### config.mk
export PLATFORM = sky130hd
export DESIGN_NAME = mhpq_cell
export DESIGN_NICKNAME = d
export VERILOG_FILES = /design/src/rtl/mhpq_pkg.sv /design/src/rtl/mhpq_cell.sv
export SDC_FILE = /design/constraint.sdc
export NUM_CORES = 1
export LEC_CHECK = 0
export BUFFER_PORTS_ARGS = -buffer_cell sky130_fd_sc_hd__clkbuf_2
export CAP_MARGIN = 20
export CORE_ASPECT_RATIO = 1.2
export CORE_UTILIZATION = 44
export DETAILED_ROUTE_END_ITERATION = 8
export GPL_ROUTABILITY_DRIVEN = 0
export GPL_TIMING_DRIVEN = 0
export HOLD_SLACK_MARGIN = 0.12
export PLACE_DENSITY = 0.77
export SYNTH_ARGS = -nofsm -noshare
export SYNTH_HDL_FRONTEND = slang
export SYNTH_SLANG_ARGS = --single-unit
### constraint.sdc
create_clock -name clock -period 3.16 [get_ports clock]
set_input_delay 0.158 -clock clock [delete_from_list [all_inputs] [get_ports clock]]
set_output_delay 0.158 -clock clock [all_outputs]
set_load 0.01 [all_outputs]
### src/rtl/mhpq_pkg.sv
// Shared types and constants for the max-heap priority queue.
// No dependencies; used by every other file in rtl/.
`default_nettype none

package mhpq_pkg;

   localparam int CAPACITY_DEF   = 64;
   localparam int DATA_WIDTH_DEF = 32;
   localparam int FIELD_WIDTH    = 32;  // width of value fields on the ports
   localparam int TOTAL_WIDTH    = 7;   // width of the entry count field

   typedef enum logic [1:0] {
      MODE_INSERT = 2'd0,
      MODE_DELETE = 2'd1,
      MODE_ADD    = 2'd2
   } mode_type;

   typedef enum logic [1:0] {
      STATUS_OK    = 2'd0,
      STATUS_FULL  = 2'd1,
      STATUS_EMPTY = 2'd2
   } status_type;

   // what every cell of the chain does in a given cycle
   typedef enum logic [1:0] {
      OP_HOLD,
      OP_INSERT,
      OP_SHIFT_UP,
      OP_DROP_TAIL
   } cell_op_type;

   typedef enum logic [1:0] {
      ST_IDLE,
      ST_SCAN,
      ST_REINSERT,
      ST_RESP
   } state_type;

endpackage

`default_nettype wire

### src/rtl/mhpq_cell.sv
// One cell of the sorted chain: holds one entry, its valid bit and a tail copy.
// Depends on mhpq_pkg.
`default_nettype none

module mhpq_cell #(
   parameter int DATA_WIDTH = mhpq_pkg::DATA_WIDTH_DEF
) (
   input  wire                          clock,
   input  wire                          reset,
   input  mhpq_pkg::cell_op_type        op,
   input  wire logic signed [DATA_WIDTH-1:0] ins_value,
   input  wire                          prev_take,
   input  wire logic signed [DATA_WIDTH-1:0] prev_val,
   input  wire                          prev_valid,
   input  wire logic signed [DATA_WIDTH-1:0] next_val,
   input  wire                          next_valid,
   input  wire logic signed [DATA_WIDTH-1:0] next_tail,
   output logic signed [DATA_WIDTH-1:0] val,
   output logic                         valid,
   output logic                         take,
   output logic signed [DATA_WIDTH-1:0] tail
);

   logic signed [DATA_WIDTH-1:0] val_ff, val_in;
   logic signed [DATA_WIDTH-1:0] tail_ff, tail_in;
   logic                         valid_ff, valid_in;

   // new value goes here or above: equal entries keep their place
   assign take = !valid_ff || (ins_value > val_ff);

   always_comb begin
      val_in   = val_ff;
      valid_in = valid_ff;
      // last valid value, carried one cell toward the head each cycle
      tail_in  = next_valid ? next_tail : val_ff;
      case (op)
         mhpq_pkg::OP_INSERT: begin
            if (take) begin
               val_in   = prev_take ? prev_val : ins_value;
               valid_in = prev_take ? prev_valid : 1'b1;
            end
         end
         mhpq_pkg::OP_SHIFT_UP: begin
            val_in   = next_val;
            valid_in = next_valid;
         end
         mhpq_pkg::OP_DROP_TAIL: begin
            valid_in = valid_ff && next_valid;
         end
         default: begin
         end
      endcase
   end

   always_ff @(posedge clock) begin
      if (reset) begin
         valid_ff <= 1'b0;
      end else begin
         valid_ff <= valid_in;
      end
      val_ff  <= val_in;
      tail_ff <= tail_in;
   end

   assign val   = val_ff;
   assign valid = valid_ff;
   assign tail  = tail_ff;

endmodule

`default_nettype wire

==> results.cfg, run 1 <==
[sta]
period_needed_ns = 2.92
rsz0062_at_grt = no
clock-skew-final_ns = 0.0106
slew_headroom_pct = 48.5
period_share_pct = 92.3
setup_viol = 0
hold_viol = 0
worstMarginPinSlew_ns = 0.772
setup_ws_ns = 0.244
max_freq_mhz = 343
finalMaxSlewViolations = 0
setup_tns_ns = 0

[setup_path]
worstPathArrival_ns = 3.00
worst-setup-path-type = reg -> reg
max_stage_delay_ns = 0.56
worstSetupEndpointType = register
crit_required_ns = 3.24
cp-start-kind = register
r2r_cells = 10
path_max_fanout = 17
crit_family = compound AO/OA/AOI/OAI gates
crit_chain = inv_1 -> ha_1 -> a21o_1 -> a21oi_1 -> o221ai_1 -> or4b_1 -> o211ai_2 -> nor2_2 -> a211o_2 -> buf_16
worst-path-stages = 10
cpMaxStageDelayCell = or4b_1
cp_num_buf_inv = 2

[routing]
via_per_inst = 5.18
dr.pass1.iters = 4
vias = 3798
detail-route-antenna-nets = 0
drc = 0
detail_route.wl_per_cell_microns = 15.6
drt-total-wl_microns = 11400
drt_iter0_drc = 108

[global_route]
grt_pass1_wl_microns = 17900
grt_max_degree = 18
track_usage_pct = 27.4
grt_overflow = 0
antenna_found_initial = 0
grt_pass1_vias = 3935

[power]
p_total_mw = 2.32
leakage_nw = 2.69
peakVddDrop_v = 0.000284
power_density_nw_per_um2 = 436

[synthesis]
synth.avg_cell_area_sq_um = 9.30
synth_top_family_by_area = compound AO/OA/AOI/OAI gates
synth_area_leaders = edfxtp_1 (28%), dfxtp_1 (19%), ha_1 (12%), o21ai_0 (9.6%), mux2i_1 (9.2%)
synthSimpleGateAreaFrac_pct = 11.4
synth.distinct_cells = 31
synth-xor-area-share_pct = 0
syn_inst = 374
syn-num-nets = 541
yosysTopAreaCell = edfxtp_1
synth_compound_area_share_pct = 15.0
yosysTopAreaCellShare_pct = 27.6
ys_seq_area_share_pct = 46.6
ys_ff_latch = 65
synthAdderAreaFrac_pct = 11.5
yosysWarnings = 0
synth_area_sq_um = 3480
muxShareOfSynthArea_pct = 9.53

[cts]
max-clock-path-buffers = 2
clock_latency_ns = 0.33
cts_made_buffers = 9
cts_root_buf = clkbuf_8
clock-sinks = 65
path_clk_slew_ns = 0.07
cts_max_level = 3
cts_tree = done

[die]
fp.dieW_microns = 83.2
placementRows = 35
die_area_sq_um = 8270
io_pins = 201
core_sq_um = 7660
die_h_microns = 99.4
initial_core_util_pct = 45.4

[hold_path]
hold_path.class = in -> reg
whs_path_depth = 3

[layout]
stdcell_count = 733
nets = 804
n_antenna_cell = 0
area_growth_pct = 52.8
drive_gt1_share_pct = 33.9

[placed_design]
dpl.cell_count = 665
dp_hpwl_microns = 8320
io_buffers = 198
place_ws_ns = 0.0418

[status]
status = finished, final reports clean

[flow_run]
max_cap_viol_count = 0
-- cells by family after synthesis --
| family | Yosys count |
|---|---|
| flip-flops | 65 |
| adder cells (fa/ha/maj) | 32 |
| AO/OA/AOI/OAI | 95 |
| buffers and inverters | 55 |
| multiplexers | 33 |
| AND/OR/NAND/NOR | 94 |
-- synthesized netlist by cell type --
cell type / instances
a211o_1: 1
a211oi_1: 3
a21boi_0: 1
a21o_1: 2
a21oi_1: 14
a22o_1: 1
a311oi_1: 1
buf_1: 2
clkbuf_1: 16
dfxtp_1: 33
edfxtp_1: 32
ha_1: 32
inv_1: 37
mux2_2: 1
mux2i_1: 32
nand2_1: 70
nand2b_1: 1
nand3_1: 4
nand4_1: 7
nor2_1: 5
nor2_2: 1
nor3_1: 3
nor4_1: 1
o2111a_1: 1
o211ai_2: 1
o21a_1: 1
o21ai_0: 67
o221ai_1: 1
o22ai_1: 1
or3_1: 1
or4b_1: 1
-- cells in the final DEF, fill, tap and decap left out, types with 2 or more instances in the layout --
cell	synthesis	routed
clkbuf_1	16	17
inv_1	37	37
a21o_1	2	2
edfxtp_1	32	32
buf_1	2	2
dfxtp_1	33	33
nand3_1	4	4
ha_1	32	32
clkinv_2	0	2
nand4_1	7	7
nor3_1	3	3
mux2i_1	32	32
o21ai_0	67	67
a21oi_1	14	14
clkbuf_8	0	11
nand2_1	70	70
dlygate4sd3_1	0	53
a211oi_1	3	3
nor2_1	5	5
clkbuf_2	0	198
-- cell type report --
cell class              count  area (sq um)
well taps                  92           115
inverters                  37           139
repair buffers            252          1550
fillers                   587          2350
plain buffers              18          67.6
flip-flops and latches     65          1620
multi-input cells         254          1650
clock buffers              12           155
clock inverters             3          17.5
-- worst paths after layout --
check | startpoint | end | slack, ns
hold reg to reg | val[17] | tail[17] | 0.55
setup reg to reg | val[29] | val[13] | 0.24
hold / removal | next_val[17] | val[17] | 0.13
setup / recovery | val[29] | val[13] | 0.24
-- sequential cells by signal, indices dropped and copies added (netlist names) --
register	flops
valid	1
val	32
tail	32
-- per-layer routing --
metal  share of wire (%)  vias up  global-route usage (%)  wire length (microns)
met5                   0        -                       0                      0
met3                 4.6       27                    3.90                    522
met1                  39     1770                    30.3                   4500
li1                    -     1839                       -                      -
met4                 2.7        0                    12.1                    306
met2                  53      162                    52.1                   6100
-- power by group --
part | switching [mW] | internal (mW) | leakage (nW)
clock network | 0.313 | 0.321 | 0.0882
registers | 0.0393 | 0.999 | 0.593
logic | 0.350 | 0.298 | 2.01
total | 0.703 | 1.62 | 2.69
-- tightest hold or removal path, stage by stage --
cell      delay, ns
clkbuf_2       0.08
nand2_1        0.04
o21ai_0        0.06
-- metrics by stage --
step	hold slack (ns)	util [%]	instance area [sq um]
after floorplan	0.271	-	3480
after global placement	0.360	59.8	4580
after detailed placement	0.362	60.2	4610
after CTS	0.121	69.4	5320
after global routing	0.138	69.4	5320
final	0.130	69.4	5320
-- what timing repair did --
item,in CTS,in global routing
hold buffers,53,0
buffers inserted,0,0
endpoints found under the setup margin,0,32
gates resized for setup,0,1
endpoints found under the hold margin,53,0
No activity file was read; power rests on OpenSTA's default activity.
==> inputs of run 2 (changes only) <==
Settings changed: HOLD_SLACK_MARGIN 0.12 to 0.15.
==> run 2 against run 1 <==
Effect of this change:
- register-to-register slack about the same
- wire length rose by 3.5%
- global-route usage grew 0.92 points
- clock skew is 0.0018 ns higher
- clock power about the same
- utilization grew 1.3 points
- sequential share of layout area decreased by 0.56 points
- design area is 1.9% higher
- sequential power about the same
- combinational power increased by 2%
- clock-buffer cell count stayed put
==> results.cfg, run 2 (synthesis gave the netlist of run 1 again) <==
[layout]
final_cell_mix = clkbuf_2 (198), nand2_1 (70), o21ai_0 (67)
area_growth_pct = 55.7
nets = 814
n_antenna_cell = 0
design_area_sq_um = 5420
drive_gt1_share_pct = 33.3
final_common_cell = clkbuf_2

[sta]
setup_tns_ns = 0
slew_headroom_pct = 48.4
finalMaxSlewViolations = 0
period_needed_ns = 2.93
hold_viol = 0
clock-skew-final_ns = 0.0124
setup_viol = 0
period_share_pct = 92.7
max_freq_mhz = 341
rsz0062_at_grt = no
setup_ws_ns = 0.231
worstMarginPinSlew_ns = 0.773

[hold_path]
worstHoldStart = next_val[22]
hold_path.class = in -> reg
hold-path-endpoint = val[22]
whs_path_depth = 3

[global_route]
grt_overflow = 0
grt_max_degree = 18
grt_pass1_vias = 4050
grt_pass1_wl_microns = 18400
antenna_found_initial = 0
track_usage_pct = 28.4

[die]
fp.dieW_microns = 83.2
initial_core_util_pct = 45.4
placementRows = 35
die_h_microns = 99.4
die_area_sq_um = 8270
core_sq_um = 7660
io_pins = 201

[routing]
detail-route-antenna-nets = 0
detail_route.wl_per_cell_microns = 15.9
drt_iter0_drc = 97
vias = 3848
via_per_inst = 5.18
drc = 0
drt-total-wl_microns = 11800
dr.pass1.iters = 4

[status]
status = finished, final reports clean

[power]
leakage_nw = 2.73
peakVddDrop_v = 0.000285
power_density_nw_per_um2 = 430

[flow_run]
max_cap_viol_count = 0

[cts]
cts_made_buffers = 9
clock-sinks = 65
clock_latency_ns = 0.33
cts_max_level = 3
path_clk_slew_ns = 0.07
cts_root_buf = clkbuf_8
cts_setup_buffers = 0
cts_tree = done
max-clock-path-buffers = 2

[setup_path]
reg2reg_from = val[29]
rrSetupSlack_ns = 0.23
crit_required_ns = 3.24
r2r_end = val[13]
worstPathArrival_ns = 3.01
cpMaxStageDelayCell = or4b_1
cp-start-kind = register
max_stage_delay_ns = 0.56
path_max_fanout = 17
worst-setup-path-type = reg -> reg
crit_chain = inv_1 -> ha_1 -> a21o_1 -> a21oi_1 -> o221ai_1 -> or4b_1 -> o211ai_2 -> nor2_2 -> a211o_2 -> buf_16
r2r_cells = 10
worstSetupEndpointType = register
crit_path_start = val[29]

[placed_design]
place_area_sq_um = 4610
io_buffers = 198
dp_hpwl_microns = 8320
place_ws_ns = 0.0418
-- run 2: cell types whose count changed in the layout (fill, tap and decap cells not counted) --
cell,change
dlygate4sd3_1,+10
-- run 2: repair_timing --
| item | 4_1_cts | 5_1_grt |
|---|---|---|
| hold buffers | 63 | 0 |
| endpoints found under the setup margin | 0 | 32 |
| gates resized for setup | 0 | 1 |
| endpoints found under the hold margin | 63 | 0 |
-- run 2: layer usage --
layer  routed length (microns)  track usage [%]  up-vias  part of all wire, %
li1                          -                -     1859                    -
met1                      4510             30.4     1773                   38
met2                      6270             53.7      178                   53
met3                       601             4.48       38                  5.1
met4                       453             14.5        0                  3.8
met5                         0                0        -                    0
-- run 2: how the worst max path moves through the flow --
stage | to | depth (start not counted) | slack (ns)
after floorplan | val[0] | 9 | 0.33
after global placement | val[15] | 8 | -0.21
after detailed placement | val[11] | 9 | 0.04
after CTS | val[11] | 9 | 0.03
after global routing | val[13] | 9 | 0.01
final | val[13] | 10 | 0.23
-- run 2: report_power, final --
part,internal (mW),leakage [nW],total (mW),switching [mW]
Clock,0.321,0.0882,0.631,0.310
Combinational,0.306,2.05,0.659,0.353
Sequential,0.999,0.593,1.04,0.0398
Total,1.63,2.73,2.33,0.703
-- run 2: stage by stage --
| step | power [mW] | hold WS (ns) | instances | utilization (%) |
|---|---|---|---|---|
| 3_3_place_gp | 1.61 | 0.360 | 664 | 59.8 |
| 6_report | 2.33 | 0.154 | 743 | 70.7 |
| 4_1_cts | 2.33 | 0.150 | 743 | 70.7 |
| 5_1_grt | 2.45 | 0.154 | 743 | 70.7 |
| 2_1_floorplan | 1.36 | 0.271 | 374 | - |
| 3_5_place_dp | 1.64 | 0.362 | 665 | 60.2 |
-- run 2: final cells by class --
| class | instances | area, sq um |
|---|---|---|
| Timing Repair Buffer | 262 | 1650 |
| Clock buffer | 12 | 155 |
| Buffer | 18 | 67.6 |
| Sequential cell | 65 | 1620 |
| Inverter | 37 | 139 |
| Clock inverter | 3 | 17.5 |
| Fill cell | 563 | 2250 |
| Multi-Input combinational cell | 254 | 1650 |
| Tap cell | 92 | 115 |
-- run 2: worst max-delay path: cells and delay by family (launching register included) --
kind | cells | cell delay (ns)
AOI/OAI and AO/OA | 5 | 1.06
adders and majority gates | 1 | 0.24
buffers and inverters | 2 | 0.33
DFF | 1 | 0.41
and+or+nand+nor | 2 | 0.63
