===== src/rtl/mhpq_pkg.sv =====
// Shared types and constants for the max-heap priority queue.
// No dependencies; used by every other file in rtl/.
`default_nettype none

package mhpq_pkg;

   localparam int CAPACITY_DEF   = 64;
   localparam int DATA_WIDTH_DEF = 32;
   localparam int FIELD_WIDTH    = 32;  // width of value fields on the ports
   localparam int TOTAL_WIDTH    = 7;   // width of the entry count field

   typedef enum logic [1:0] {
      MODE_INSERT = 2'd0,
      MODE_DELETE = 2'd1,
      MODE_ADD    = 2'd2
   } mode_type;

   typedef enum logic [1:0] {
      STATUS_OK    = 2'd0,
      STATUS_FULL  = 2'd1,
      STATUS_EMPTY = 2'd2
   } status_type;

   // what every cell of the chain does in a given cycle
   typedef enum logic [1:0] {
      OP_HOLD,
      OP_INSERT,
      OP_SHIFT_UP,
      OP_DROP_TAIL
   } cell_op_type;

   typedef enum logic [1:0] {
      ST_IDLE,
      ST_SCAN,
      ST_REINSERT,
      ST_RESP
   } state_type;

endpackage

`default_nettype wire


===== src/rtl/mhpq_ctrl.sv =====
// Request sequencer: entry count, status, tail wait and response strobe.
// Depends on mhpq_pkg; drives the cell chain built in the top level.
`default_nettype none

module mhpq_ctrl #(
   parameter int CAPACITY   = mhpq_pkg::CAPACITY_DEF,
   parameter int DATA_WIDTH = mhpq_pkg::DATA_WIDTH_DEF
) (
   input  wire                               clock,
   input  wire                               reset,
   input  wire                               start,
   input  wire logic [1:0]                   mode,
   input  wire logic signed [DATA_WIDTH-1:0] value,
   input  wire logic signed [DATA_WIDTH-1:0] head_val,
   input  wire logic signed [DATA_WIDTH-1:0] tail_val,
   output logic                              busy,
   output mhpq_pkg::cell_op_type             op,
   output logic signed [DATA_WIDTH-1:0]      ins_value,
   output logic                              rsp_valid,
   output logic [1:0]                        rsp_status,
   output logic signed [mhpq_pkg::FIELD_WIDTH-1:0] rsp_removed_value,
   output logic signed [mhpq_pkg::FIELD_WIDTH-1:0] rsp_top_value,
   output logic [mhpq_pkg::TOTAL_WIDTH-1:0]  rsp_entry_total
);

   localparam int CNT_W = $clog2(CAPACITY + 1);

   mhpq_pkg::state_type          state_ff, state_in;
   mhpq_pkg::status_type         status_ff, status_in;
   logic [CNT_W-1:0]             cnt_ff, cnt_in;
   logic [CNT_W-1:0]             wait_ff, wait_in;
   logic signed [DATA_WIDTH-1:0] removed_ff, removed_in;
   logic signed [DATA_WIDTH-1:0] arg_ff, arg_in;
   logic                         accept;

   assign accept = (state_ff == mhpq_pkg::ST_IDLE) && start;

   always_ff @(posedge clock) begin
      if (reset) begin
         state_ff <= mhpq_pkg::ST_IDLE;
         cnt_ff   <= '0;
      end else begin
         state_ff <= state_in;
         cnt_ff   <= cnt_in;
      end
      status_ff  <= status_in;
      wait_ff    <= wait_in;
      removed_ff <= removed_in;
      arg_ff     <= arg_in;
   end

   always_comb begin
      state_in   = state_ff;
      status_in  = status_ff;
      cnt_in     = cnt_ff;
      wait_in    = wait_ff;
      removed_in = removed_ff;
      arg_in     = arg_ff;
      op         = mhpq_pkg::OP_HOLD;
      ins_value  = (state_ff == mhpq_pkg::ST_IDLE) ? value : arg_ff;
      rsp_valid  = 1'b0;
      case (state_ff)
         mhpq_pkg::ST_IDLE: begin
            if (start) begin
               status_in  = mhpq_pkg::STATUS_OK;
               removed_in = '0;
               state_in   = mhpq_pkg::ST_RESP;
               case (mhpq_pkg::mode_type'(mode))
                  mhpq_pkg::MODE_INSERT: begin
                     if (cnt_ff == CNT_W'(CAPACITY)) begin
                        status_in = mhpq_pkg::STATUS_FULL;
                     end else begin
                        op     = mhpq_pkg::OP_INSERT;
                        cnt_in = cnt_ff + CNT_W'(1);
                     end
                  end
                  mhpq_pkg::MODE_DELETE: begin
                     if (cnt_ff == '0) begin
                        status_in = mhpq_pkg::STATUS_EMPTY;
                     end else begin
                        op         = mhpq_pkg::OP_SHIFT_UP;
                        removed_in = head_val;
                        cnt_in     = cnt_ff - CNT_W'(1);
                     end
                  end
                  mhpq_pkg::MODE_ADD: begin
                     if (cnt_ff == '0) begin
                        status_in = mhpq_pkg::STATUS_EMPTY;
                     end else begin
                        arg_in   = value;
                        wait_in  = '0;
                        state_in = mhpq_pkg::ST_SCAN;
                     end
                  end
                  default: begin
                  end
               endcase
            end
         end
         mhpq_pkg::ST_SCAN: begin
            // tail copy at the head is settled once it crossed every entry
            wait_in = wait_ff + CNT_W'(1);
            if (wait_ff == cnt_ff - CNT_W'(1)) begin
               op       = mhpq_pkg::OP_DROP_TAIL;
               arg_in   = tail_val + arg_ff;
               state_in = mhpq_pkg::ST_REINSERT;
            end
         end
         mhpq_pkg::ST_REINSERT: begin
            op       = mhpq_pkg::OP_INSERT;
            state_in = mhpq_pkg::ST_RESP;
         end
         mhpq_pkg::ST_RESP: begin
            rsp_valid = 1'b1;
            state_in  = mhpq_pkg::ST_IDLE;
         end
         default: begin
            state_in = mhpq_pkg::ST_IDLE;
         end
      endcase
   end

   assign busy              = (state_ff != mhpq_pkg::ST_IDLE);
   assign rsp_status        = status_ff;
   assign rsp_removed_value = mhpq_pkg::FIELD_WIDTH'(removed_ff);
   assign rsp_top_value     = (cnt_ff != '0) ? mhpq_pkg::FIELD_WIDTH'(head_val) : '0;
   assign rsp_entry_total   = mhpq_pkg::TOTAL_WIDTH'(cnt_ff);

`ifndef SYNTHESIS
   a_cnt_bound: assert property (@(posedge clock) disable iff (reset)
      cnt_ff <= CNT_W'(CAPACITY))
      else $error("entry count above capacity");

   a_full_keeps: assert property (@(posedge clock) disable iff (reset)
      (accept && mode == mhpq_pkg::MODE_INSERT && cnt_ff == CNT_W'(CAPACITY))
      |=> (status_ff == mhpq_pkg::STATUS_FULL && $stable(cnt_ff)))
      else $error("insert on full queue changed the count");

   a_delete_count: assert property (@(posedge clock) disable iff (reset)
      (accept && mode == mhpq_pkg::MODE_DELETE && cnt_ff != '0)
      |=> (cnt_ff == $past(cnt_ff) - CNT_W'(1)))
      else $error("delete did not decrement the count");

   a_add_count: assert property (@(posedge clock) disable iff (reset)
      (state_ff == mhpq_pkg::ST_SCAN || state_ff == mhpq_pkg::ST_REINSERT)
      |=> $stable(cnt_ff))
      else $error("count moved during add");

   a_one_strobe: assert property (@(posedge clock) disable iff (reset)
      rsp_valid |=> !rsp_valid && !busy)
      else $error("response strobe longer than one cycle");
`endif

endmodule

`default_nettype wire


===== config.mk =====
export PLATFORM = sky130hd
export DESIGN_NAME = mhpq_ctrl
export DESIGN_NICKNAME = d
export VERILOG_FILES = /design/src/rtl/mhpq_pkg.sv /design/src/rtl/mhpq_ctrl.sv
export SDC_FILE = /design/constraint.sdc
export NUM_CORES = 1
export LEC_CHECK = 0
export BUFFER_PORTS_ARGS = -buffer_cell sky130_fd_sc_hd__buf_2
export CORE_AREA = 4 4 118 120
export CTS_CLUSTER_DIAMETER = 120
export DETAILED_ROUTE_END_ITERATION = 10
export DIE_AREA = 0 0 122 124
export PLACE_DENSITY_LB_ADDON = 0.05
export RECOVER_POWER = 25
export SLEW_MARGIN = 20
export SYNTH_ARGS = -nofsm -noshare
export SYNTH_HDL_FRONTEND = slang
export SYNTH_SLANG_ARGS = --single-unit

===== constraint.sdc =====
create_clock -name clock -period 7.48 [get_ports clock]
set_input_delay 1.496 -clock clock [delete_from_list [all_inputs] [get_ports clock]]
set_output_delay 1.496 -clock clock [all_outputs]
set_load 0.02 [all_outputs]

==> results of run 1 <==
==> power groups by stage <==
stage | Combinational [mW] | Sequential, mW | Clock [mW]
detailed placement | 1.37 | 0.701 | 0
floorplan | 0.945 | 0.745 | 0
finish | 1.37 | 0.694 | 0.469
CTS | 1.37 | 0.692 | 0.475
global route | 1.49 | 0.704 | 0.493
global placement | 1.34 | 0.698 | 0
==> metal layers <==
metal	GRT usage (%)	vias up	routed length, um	share of wire, %
met4	8.47	2	347	1.9
li1	-	2873	-	-
met1	29.1	2759	7570	42
met3	3.81	30	1280	7.0
met2	40.6	216	8980	49
met5	0	-	15	0.082
==> worst min-delay path by stage <==
| stage | slack (ns) | from | endpoint |
|---|---|---|---|
| 6_report | 0.54 | state_ff[1] | state_ff[1] |
| 5_1_grt | 0.58 | state_ff[1] | state_ff[1] |
| 4_1_cts | 0.55 | state_ff[1] | state_ff[1] |
| 3_5_place_dp | 0.54 | state_ff[1] | state_ff[1] |
| 3_3_place_gp | 0.51 | state_ff[1] | state_ff[1] |
| 2_1_floorplan | 0.49 | state_ff[1] | state_ff[1] |
==> stage by stage <==
stage	instances	area, sq um
after global placement	1026	7520
after detailed placement	1026	7520
after global routing	1044	7800
after floorplan	675	6360
final	1044	7800
after CTS	1042	7820
==> critical path, delay by kind of cell (launching register included) <==
kind            cells  cell delay [ns]
buf+inv             4             3.34
compound gates      2             1.14
flops               1             0.34
fa+ha+maj           1             0.14
==> sequential cells by signal, summed over array words and instances, names as in the netlist <==
register	flops
arg_ff	32
rsp_removed_value	32
rsp_entry_total	7
wait_ff	7
rsp_status	2
state_ff	2
==> area by class of cell <==
type                    instances  area share [%]
flip-flops and latches         82            30.4
multi-input cells             533            48.1
clock inverters                 7           0.978
clock buffers                   9            2.89
diodes                          2          0.0641
repair buffers                215            13.8
well taps                     176            2.82
inverters                      20           0.962
==> layout by cell type (no fill, tap or decap), types with 4 or more instances in the layout <==
cell type / n
mux2_2: 46
o31ai_1: 6
a21o_1: 8
nor2_1: 53
nor2b_1: 6
o21a_1: 11
clkbuf_1: 10
edfxtp_1: 73
o21ai_0: 14
or3_1: 4
a211oi_1: 5
nand3_1: 23
nand2_1: 55
a21oi_1: 42
a31oi_1: 8
dfxtp_1: 9
o21ai_1: 14
clkbuf_16: 9
xor2_1: 16
a211o_1: 6
o221ai_1: 5
ha_1: 42
nor3_1: 14
buf_4: 4
and2_1: 35
nand4_1: 6
inv_1: 20
buf_2: 201
and3_1: 37
xnor2_1: 17
==> cells by family (layout without fill, tap and decap cells) <==
| family | after synthesis | count (layout) | share of synthesized area [%] |
|---|---|---|---|
| simple gates | 249 | 249 | 20.1 |
| compound gates | 157 | 157 | 16.8 |
| flops | 82 | 82 | 37.3 |
| buf+inv | 60 | 251 | 3.75 |
| mux | 50 | 50 | 8.79 |
| fa+ha+maj | 44 | 44 | 8.77 |
| xor+xnor | 33 | 33 | 4.54 |
| other cells | 0 | 2 | 0 |
==> flow_metrics.py, run 1 <==
metrics = {
    "synth": {
        "synthesis.nets": 820,
        "async_flop_share_pct": 0,
        "synthTopCellsByCount": "edfxtp_1 (73), nand2_1 (55), nor2_1 (53), mux2_2 (46), ha_1 (43)",
        "synth_edf_count": 73,
        "yosys_warnings": 0,
        "syn_avg_cell_area_sq_um": 9.43,
        "yosys.area.top_type": "edfxtp_1",
        "syn_inst": 675,
        "ys_seq_area_share_pct": 37.3,
        "synth_top_area_share_pct": 34.4,
        "synthTopCellsByArea": "edfxtp_1 (34%), ha_1 (8.5%), mux2_2 (8.1%)",
        "synth-seq-cells": 82,
        "syn_area_sq_um": 6360,
        "yosysMostFrequentCell": "edfxtp_1",
        "yosys_most_used_dff": "edfxtp_1",
        "ys_types": 66,
    },
    "critical_path": {
        "worst_setup_path_end_kind": "flip-flop",
        "worst_path_most_repeated_cell": "inv_1",
        "crit_arrival_ns": 5.34,
        "cp.required_ns": 7.47,
        "crit_end": "arg_ff[3]",
        "crit-reg2reg-launch": "state_ff[1]",
        "rr_worst_depth": 7,
        "crit_type": "reg -> reg",
        "reg2reg_to": "arg_ff[3]",
        "cpPeakStageDelay_ns": 1.64,
        "cpMaxStageDelayCell": "clkbuf_1",
        "critPathMaxFanout": 46,
        "crit_chain": "inv_1 -> ha_1 -> clkbuf_1 -> inv_1 -> o21ai_1 -> o21a_1 -> buf_4",
        "r2r_slack_ns": 2.13,
        "critPathLaunch": "state_ff[1]",
        "critPathLaunchType": "flip-flop",
    },
    "status": {
        "status": "complete, but fails checks",
        "violations": "max-capacitance violations, max-slew violations",
    },
    "timing": {
        "worstMarginPinSlew_ns": 2.31,
        "slew_violations": 87,
        "slew_headroom_pct": -53.9,
        "rsz0062_at_grt": "false",
        "finalHoldViolations": 0,
        "clock_skew_ns": 0.00974,
        "fin_ws_ns": 2.13,
        "setup_viol": 0,
        "holdWs_ns": 0.545,
        "fin_crit_ns": 5.35,
        "fmax_mhz": 187,
        "post-route-period-util_pct": 71.6,
        "setup-tns-final_ns": 0,
    },
    "pwr": {
        "clockPowerShare_pct": 18.5,
        "power_mw": 2.53,
        "combinationalPowerShare_pct": 54.0,
        "p_per_area_nw_per_um2": 324,
        "p_sw_mw": 1.11,
        "vdd_drop_max_v": 0.000142,
        "power_leakage_nw": 3.49,
        "internal-power_mw": 1.42,
        "seq_power_share_pct": 27.4,
        "swShare_pct": 43.7,
    },
    "global_routing": {
        "grt_pass1_wl_um": 27900,
        "grt-ovfl-total": 0,
        "grt_max_degree": 47,
        "antenna_found_initial": 3,
        "grt.total_usage_pct": 23.2,
        "first_global_vias": 5650,
    },
    "placed_design": {
        "dp.final_hpwl_um": 13800,
        "dp_slack_ns": 3.35,
        "port_buffers": 209,
        "gp_congestion": 0.968,
    },
    "detailed_routing": {
        "viasPerCell": 5.63,
        "first_pass_iters": 6,
        "drc": 0,
        "routed_wl_um": 18200,
        "wl_per_cell_um": 17.4,
        "ant_nets": 0,
        "num_vias": 5880,
        "drtIter0Drc": 472,
    },
    "finish": {
        "drive_gt1_share_pct": 31.8,
        "multi_input_area_sq_um": 3760,
        "fill_cells": 1155,
        "regArea_sq_um": 2370,
        "finalNetCount": 1006,
        "synthToLayoutAreaGrowth_pct": 22.6,
        "postLayoutCoreUtil_pct": 60.1,
    },
    "clock_tree": {
        "cts_hold_buf": 0,
        "clk_path_buf_depth": 2,
        "postCtsSetupBuffers": 0,
        "cts_buffers": 9,
        "cts_root_buf": "clkbuf_16",
        "cts_resized": 0,
        "clock-sinks": 82,
        "htreeDepth": 3,
        "cts_tree": "yes",
        "cts.clk_slew.worst_paths_ns": 0.06,
        "clock_latency_ns": 0.35,
    },
    "floorplan": {
        "dieArea_sq_um": 15100,
        "dieWidth_um": 122,
        "std_cell_rows": 42,
        "start_util_pct": 49.0,
        "fp.dieH_um": 124,
        "design.core.area_sq_um": 13000,
        "num_io_pins": 210,
    },
    "worst_hold_path": {
        "min_path_type": "reg -> reg",
        "hold_depth": 2,
    },
    "run": {
        "maxCapViolCount": 2,
    },
}
Power figures use the tool's default switching activity.
==> run 2: changes to the inputs <==
--- a/config.mk
+++ b/config.mk
@@ -5,11 +5,12 @@
 export SDC_FILE = /design/constraint.sdc
 export NUM_CORES = 1
 export LEC_CHECK = 0
+export ABC_AREA = 1
 export BUFFER_PORTS_ARGS = -buffer_cell sky130_fd_sc_hd__buf_2
-export CORE_AREA = 4 4 118 120
+export CORE_AREA = 4 4 120 122
 export CTS_CLUSTER_DIAMETER = 120
 export DETAILED_ROUTE_END_ITERATION = 10
-export DIE_AREA = 0 0 122 124
+export DIE_AREA = 0 0 124 126
 export PLACE_DENSITY_LB_ADDON = 0.05
 export RECOVER_POWER = 25
 export SLEW_MARGIN = 20
==> constraint.sdc (replaced) <==
create_clock -name clock -period 5.05 [get_ports clock]
set_input_delay 1.01 -clock clock [delete_from_list [all_inputs] [get_ports clock]]
set_output_delay 1.01 -clock clock [all_outputs]
set_load 0.02 [all_outputs]
==> run 2 against run 1 <==
The run still ends with max-capacitance violations, max-slew violations left; final cell count grew 27%; hold slack gained 0.0034 ns; first-iteration DRC count down 15%; setup slack worse by 0.69 ns; critical path type is now reg -> out; largest cell class unchanged.
==> flow_metrics.py, run 2 <==
metrics = {
    "detailed_routing": {
        "wl_per_cell_um": 13.8,
        "drc": 0,
        "routed_wl_um": 18300,
        "num_vias": 6592,
        "drtIter0Drc": 399,
        "ant_nets": 0,
        "viasPerCell": 4.96,
        "first_pass_iters": 5,
    },
    "timing": {
        "post-route-period-util_pct": 71.6,
        "slew_violations": 49,
        "finalHoldViolations": 0,
        "fin_crit_ns": 3.62,
        "fmax_mhz": 277,
        "rsz0062_at_grt": "false",
        "setup-tns-final_ns": 0,
        "clock_skew_ns": 0.00692,
        "setup_viol": 0,
        "slew_headroom_pct": -31.9,
        "worstMarginPinSlew_ns": 1.98,
    },
    "floorplan": {
        "dieArea_sq_um": 15600,
        "dieWidth_um": 124,
        "num_io_pins": 210,
        "start_util_pct": 49.4,
        "design.core.area_sq_um": 13200,
        "std_cell_rows": 42,
        "fp.dieH_um": 126,
    },
    "synth": {
        "syn_inst": 944,
        "synthesis.nets": 1089,
        "synthTopCellsByCount": "nand2_1 (313), nor2_1 (125), inv_1 (113), edfxtp_1 (73), nand3_1 (59)",
        "syn_area_sq_um": 6520,
        "syn_avg_cell_area_sq_um": 6.91,
        "synth_top_area_share_pct": 33.6,
        "ys_types": 43,
        "synthTopCellsByArea": "edfxtp_1 (34%), nand2_1 (18%), ha_1 (8.2%)",
        "async_flop_share_pct": 0,
        "yosysMostFrequentCell": "nand2_1",
        "synth_edf_count": 73,
        "synth-seq-cells": 82,
        "yosys_most_used_dff": "edfxtp_1",
        "ys_seq_area_share_pct": 36.4,
        "yosys_warnings": 0,
        "yosys.area.top_type": "edfxtp_1",
    },
    "global_routing": {
        "grt_pass1_wl_um": 28600,
        "grt-ovfl-total": 0,
        "first_global_vias": 6090,
        "grt.total_usage_pct": 22.9,
        "antenna_found_initial": 2,
        "grt_max_degree": 49,
    },
    "run": {
        "maxCapViolCount": 1,
    },
    "critical_path": {
        "r2r_slack_ns": 1.50,
        "crit-reg2reg-launch": "state_ff[1]",
        "critPathMaxFanout": 26,
        "worst_setup_path_end_kind": "output port",
        "cp.required_ns": 4.04,
        "critPathLaunch": "state_ff[1]",
        "cpMaxStageDelayCell": "clkbuf_1",
        "cpPeakStageDelay_ns": 1.05,
        "critPathLaunchType": "flip-flop",
        "crit_arrival_ns": 2.61,
        "crit_end": "op[0]",
        "crit_type": "reg -> out",
        "reg2reg_to": "arg_ff[8]",
        "rr_worst_depth": 6,
        "crit_chain": "inv_1 -> ha_1 -> clkbuf_1 -> nand3_1 -> a21oi_1 -> buf_2",
    },
    "clock_tree": {
        "cts.clk_slew.worst_paths_ns": 0.06,
        "cts_hold_buf": 0,
        "htreeDepth": 3,
        "cts_buffers": 9,
        "cts_root_buf": "clkbuf_16",
        "cts_resized": 0,
        "postCtsSetupBuffers": 0,
        "clock_latency_ns": 0.34,
        "clock-sinks": 82,
        "clk_path_buf_depth": 2,
        "cts_tree": "yes",
    },
    "worst_hold_path": {
        "min_from": "state_ff[1]",
        "min_path_type": "reg -> reg",
    },
    "placed_design": {
        "gp_congestion": 0.951,
        "dp.final_hpwl_um": 14500,
        "port_buffers": 209,
    },
    "pwr": {
        "seq_power_share_pct": 25.7,
        "power_leakage_nw": 4.07,
        "p_per_area_nw_per_um2": 588,
        "power_mw": 4.66,
        "swShare_pct": 50.4,
        "combinationalPowerShare_pct": 60.7,
        "clockPowerShare_pct": 13.6,
        "vdd_drop_max_v": 0.000277,
        "p_sw_mw": 2.35,
        "internal-power_mw": 2.32,
    },
    "finish": {
        "layout_common_cells": "nand2_1 (314), buf_2 (169), nor2_1 (126)",
        "synthToLayoutAreaGrowth_pct": 21.7,
        "drive_gt1_share_pct": 18.2,
        "layout_commonest_cell": "nand2_1",
        "finalNetCount": 1291,
    },
    "status": {
        "violations": "max-capacitance violations, max-slew violations",
        "status": "complete, but fails checks",
    },
}
==> run 2: cell families after synthesis <==
kind of cell | Yosys count | synth area share, %
adders and majority gates | 44 | 8.56
and+or+nand+nor | 546 | 34.9
DFF | 82 | 36.4
xor gates and xnor gates | 17 | 2.28
AOI/OAI and AO/OA | 114 | 9.38
buffers and inverters | 141 | 8.48
==> run 2: critical path: cells and delay by family (launching register included) <==
family | cells | cell delay [ns]
buffers and inverters | 3 | 1.33
DFF | 1 | 0.34
AOI/OAI and AO/OA | 1 | 0.22
and+or+nand+nor | 1 | 0.25
adders and majority gates | 1 | 0.13
==> run 2: per-layer routing <==
layer	vias to the layer above	share of wire, %	GRT usage (%)
met2	195	48	40.2
met4	2	2.2	7.99
li1	3454	-	-
met3	27	6.4	3.05
met5	-	0.11	0
met1	2914	43	28.6
==> run 2: layout make-up <==
class	count	area [sq um]
Tap cell	176	220
Inverter	117	442
Clock buffer	10	229
Sequential cell	82	2370
Antenna cell	1	2.50
Clock inverter	6	48.8
Multi-Input combinational cell	721	3590
Fill cell	1376	5260
Timing Repair Buffer	215	1030
==> run 2: power groups by stage <==
stage	combinational, mW	clock (mW)	sequential (mW)
floorplan	1.97	0	1.28
global placement	2.84	0	1.20
detailed placement	2.85	0	1.21
CTS	2.86	0.645	1.20
global route	3.18	0.676	1.23
finish	2.83	0.634	1.20
==> run 2: metrics by stage <==
stage | util [%] | setup slack, ns | hold WS (ns) | cell area (sq um) | cells
6_report | 60.2 | 1.43 | 0.548 | 7940 | 1328
5_1_grt | 60.2 | 1.15 | 0.573 | 7940 | 1328
4_1_cts | 60.7 | 1.55 | 0.547 | 8000 | 1327
3_5_place_dp | 58.5 | 1.86 | 0.540 | 7720 | 1311
3_3_place_gp | 58.5 | 1.90 | 0.538 | 7720 | 1311
2_1_floorplan | - | 1.69 | 0.491 | 6520 | 944
==> run 2: how the worst min path moves through the flow <==
stage | end | slack, ns | cells after the start
floorplan | state_ff[0] | 0.49 | 2
global placement | state_ff[0] | 0.54 | 2
detailed placement | state_ff[0] | 0.54 | 2
CTS | state_ff[0] | 0.55 | 2
global route | state_ff[1] | 0.57 | 2
finish | state_ff[1] | 0.55 | 2
==> run 3: changes to the inputs <==
--- a/config.mk
+++ b/config.mk
@@ -7,10 +7,10 @@
 export LEC_CHECK = 0
 export ABC_AREA = 1
 export BUFFER_PORTS_ARGS = -buffer_cell sky130_fd_sc_hd__buf_2
-export CORE_AREA = 4 4 120 122
+export CORE_AREA = 4 4 123 125
 export CTS_CLUSTER_DIAMETER = 120
 export DETAILED_ROUTE_END_ITERATION = 10
-export DIE_AREA = 0 0 124 126
+export DIE_AREA = 0 0 127 129
 export PLACE_DENSITY_LB_ADDON = 0.05
 export RECOVER_POWER = 25
 export SLEW_MARGIN = 20
==> constraint.sdc (replaced) <==
create_clock -name clock -period 2.95 [get_ports clock]
set_input_delay 0.59 -clock clock [delete_from_list [all_inputs] [get_ports clock]]
set_output_delay 0.59 -clock clock [all_outputs]
set_load 0.02 [all_outputs]
==> run 3 against run 2 <==
The run now ends clean; non-clock buffer count increased by 4; largest cell class unchanged; final cell count rose by 0.45%; clock skew is essentially flat; first-iteration DRC count is 45% higher; setup slack worse by 1.3 ns; highest routed layer is now met4; die area rose by 4.9%; hold slack worse by 0.13 ns.
==> flow_metrics.py, run 3 (synthesis results as in run 2) <==
metrics = {
    "status": {
        "status": "complete, no violations",
    },
    "timing": {
        "fin_crit_ns": 2.79,
        "fmax_mhz": 358,
        "setup_viol": 0,
        "slew_violations": 0,
        "setup-tns-final_ns": 0,
        "worstMarginPinSlew_ns": 1.13,
        "slew_headroom_pct": 24.6,
        "finalHoldViolations": 0,
        "post-route-period-util_pct": 94.7,
        "rsz0062_at_grt": "false",
        "clock_skew_ns": 0.00684,
    },
    "detailed_routing": {
        "drc": 0,
        "drtIter0Drc": 580,
        "viasPerCell": 5.02,
        "num_vias": 6700,
        "wl_per_cell_um": 14.4,
        "first_pass_iters": 5,
        "routed_wl_um": 19200,
        "ant_nets": 0,
    },
    "clock_tree": {
        "clk_path_buf_depth": 2,
        "cts_tree": "yes",
        "htreeDepth": 3,
        "cts_buffers": 9,
        "cts_root_buf": "clkbuf_16",
        "cts.clk_slew.worst_paths_ns": 0.06,
        "cts_hold_buf": 0,
        "clock_latency_ns": 0.34,
        "clock-sinks": 82,
    },
    "floorplan": {
        "start_util_pct": 47.0,
        "dieArea_sq_um": 16400,
        "design.core.area_sq_um": 13900,
        "dieWidth_um": 127,
        "std_cell_rows": 43,
        "num_io_pins": 210,
        "fp.dieH_um": 129,
    },
    "critical_path": {
        "critPathLaunchType": "flip-flop",
        "crit_type": "reg -> out",
        "crit_arrival_ns": 2.20,
        "cp.required_ns": 2.36,
        "rr_worst_depth": 11,
        "worst_setup_path_end_kind": "output port",
        "critPathMaxFanout": 8,
    },
    "finish": {
        "postLayoutCoreUtil_pct": 57.9,
        "synthToLayoutAreaGrowth_pct": 23.2,
        "drive_gt1_share_pct": 18.8,
        "layout_common_cells": "nand2_1 (315), buf_2 (168), nor2_1 (125)",
        "diodes": 0,
        "regArea_sq_um": 2370,
        "layout_commonest_cell": "nand2_1",
        "instances_no_fill": 1334,
        "fill_cells": 1435,
        "final_area_sq_um": 8030,
        "multi_input_area_sq_um": 3600,
        "finalNetCount": 1295,
    },
    "pwr": {
        "power_leakage_nw": 4.11,
        "power_mw": 8.25,
        "p_per_area_nw_per_um2": 1030,
        "vdd_drop_max_v": 0.000505,
    },
    "worst_hold_path": {
        "min_path_type": "in -> reg",
        "hold_depth": 2,
    },
    "global_routing": {
        "grt_max_degree": 49,
        "grt.total_usage_pct": 22.7,
        "grt-ovfl-total": 0,
        "first_global_vias": 6191,
        "antenna_found_initial": 0,
        "grt_pass1_wl_um": 29900,
    },
    "placed_design": {
        "port_buffers": 209,
        "dp.final_hpwl_um": 15000,
        "placed_area_sq_um": 7770,
        "dp_cells": 1319,
        "gp_congestion": 0.913,
    },
    "run": {
        "maxCapViolCount": 0,
    },
}
-- run 3: path summary, 6_finish.rpt --
path	to	startpoint	slack, ns
setup / recovery	op[1]	rsp_entry_total[0]	0.16
hold / removal	rsp_entry_total[6]	reset	0.42
setup reg to reg	rsp_entry_total[3]	rsp_entry_total[1]	0.33
hold reg to reg	state_ff[0]	state_ff[0]	0.55
-- run 3: per-layer routing --
| layer | track usage [%] | vias to the layer above | wire length [um] |
|---|---|---|---|
| li1 | - | 3464 | - |
| met1 | 28.8 | 2997 | 8480 |
| met2 | 40.1 | 209 | 9160 |
| met3 | 2.95 | 30 | 1100 |
| met4 | 7.89 | 0 | 420 |
| met5 | 0 | - | 0 |
-- run 3: stage by stage --
stage / hold WS (ns) / setup WS, ns
global placement: 0.537 / 0.374
detailed placement: 0.538 / 0.339
CTS: 0.406 / 0.0151
global route: 0.419 / 0.00655
floorplan: 0.491 / 0.0582
finish: 0.422 / 0.156
-- run 3: critical path: stages, from the launching register on --
cell and delay [ns]:
dfxtp_2 0.35, inv_2 0.14, ha_4 0.19, inv_1 0.05, nand2_1 0.08, nand2_1 0.08, nand2_1 0.08, nand2_1 0.06
nor2_1 0.08, nand2_1 0.07, nor2_2 0.14, nand3_1 0.12, a21oi_1 0.21, buf_2 0.20
-- run 3: power by group --
part | total (mW) | internal, mW | switching [mW] | leakage (nW)
Sequential | 2.06 | 1.84 | 0.226 | 0.772
Combinational | 4.95 | 1.59 | 3.37 | 3.18
Clock | 1.24 | 0.742 | 0.495 | 0.154
-- run 3: area by class of cell --
class / instances / share of cell area, %
multi-input combinational: 721 / 44.8
sequential: 82 / 29.6
timing repair buffer: 219 / 13.4
inverter: 117 / 5.50
clock buffer: 9 / 2.80
tap: 180 / 2.80
clock inverter: 6 / 1.12
-- run 3: what timing repair did --
item                                    CTS  global route
setup buffers                             0             0
pin swaps                                 0             0
endpoints found under the setup margin    2             2
gates resized for setup                   1             4
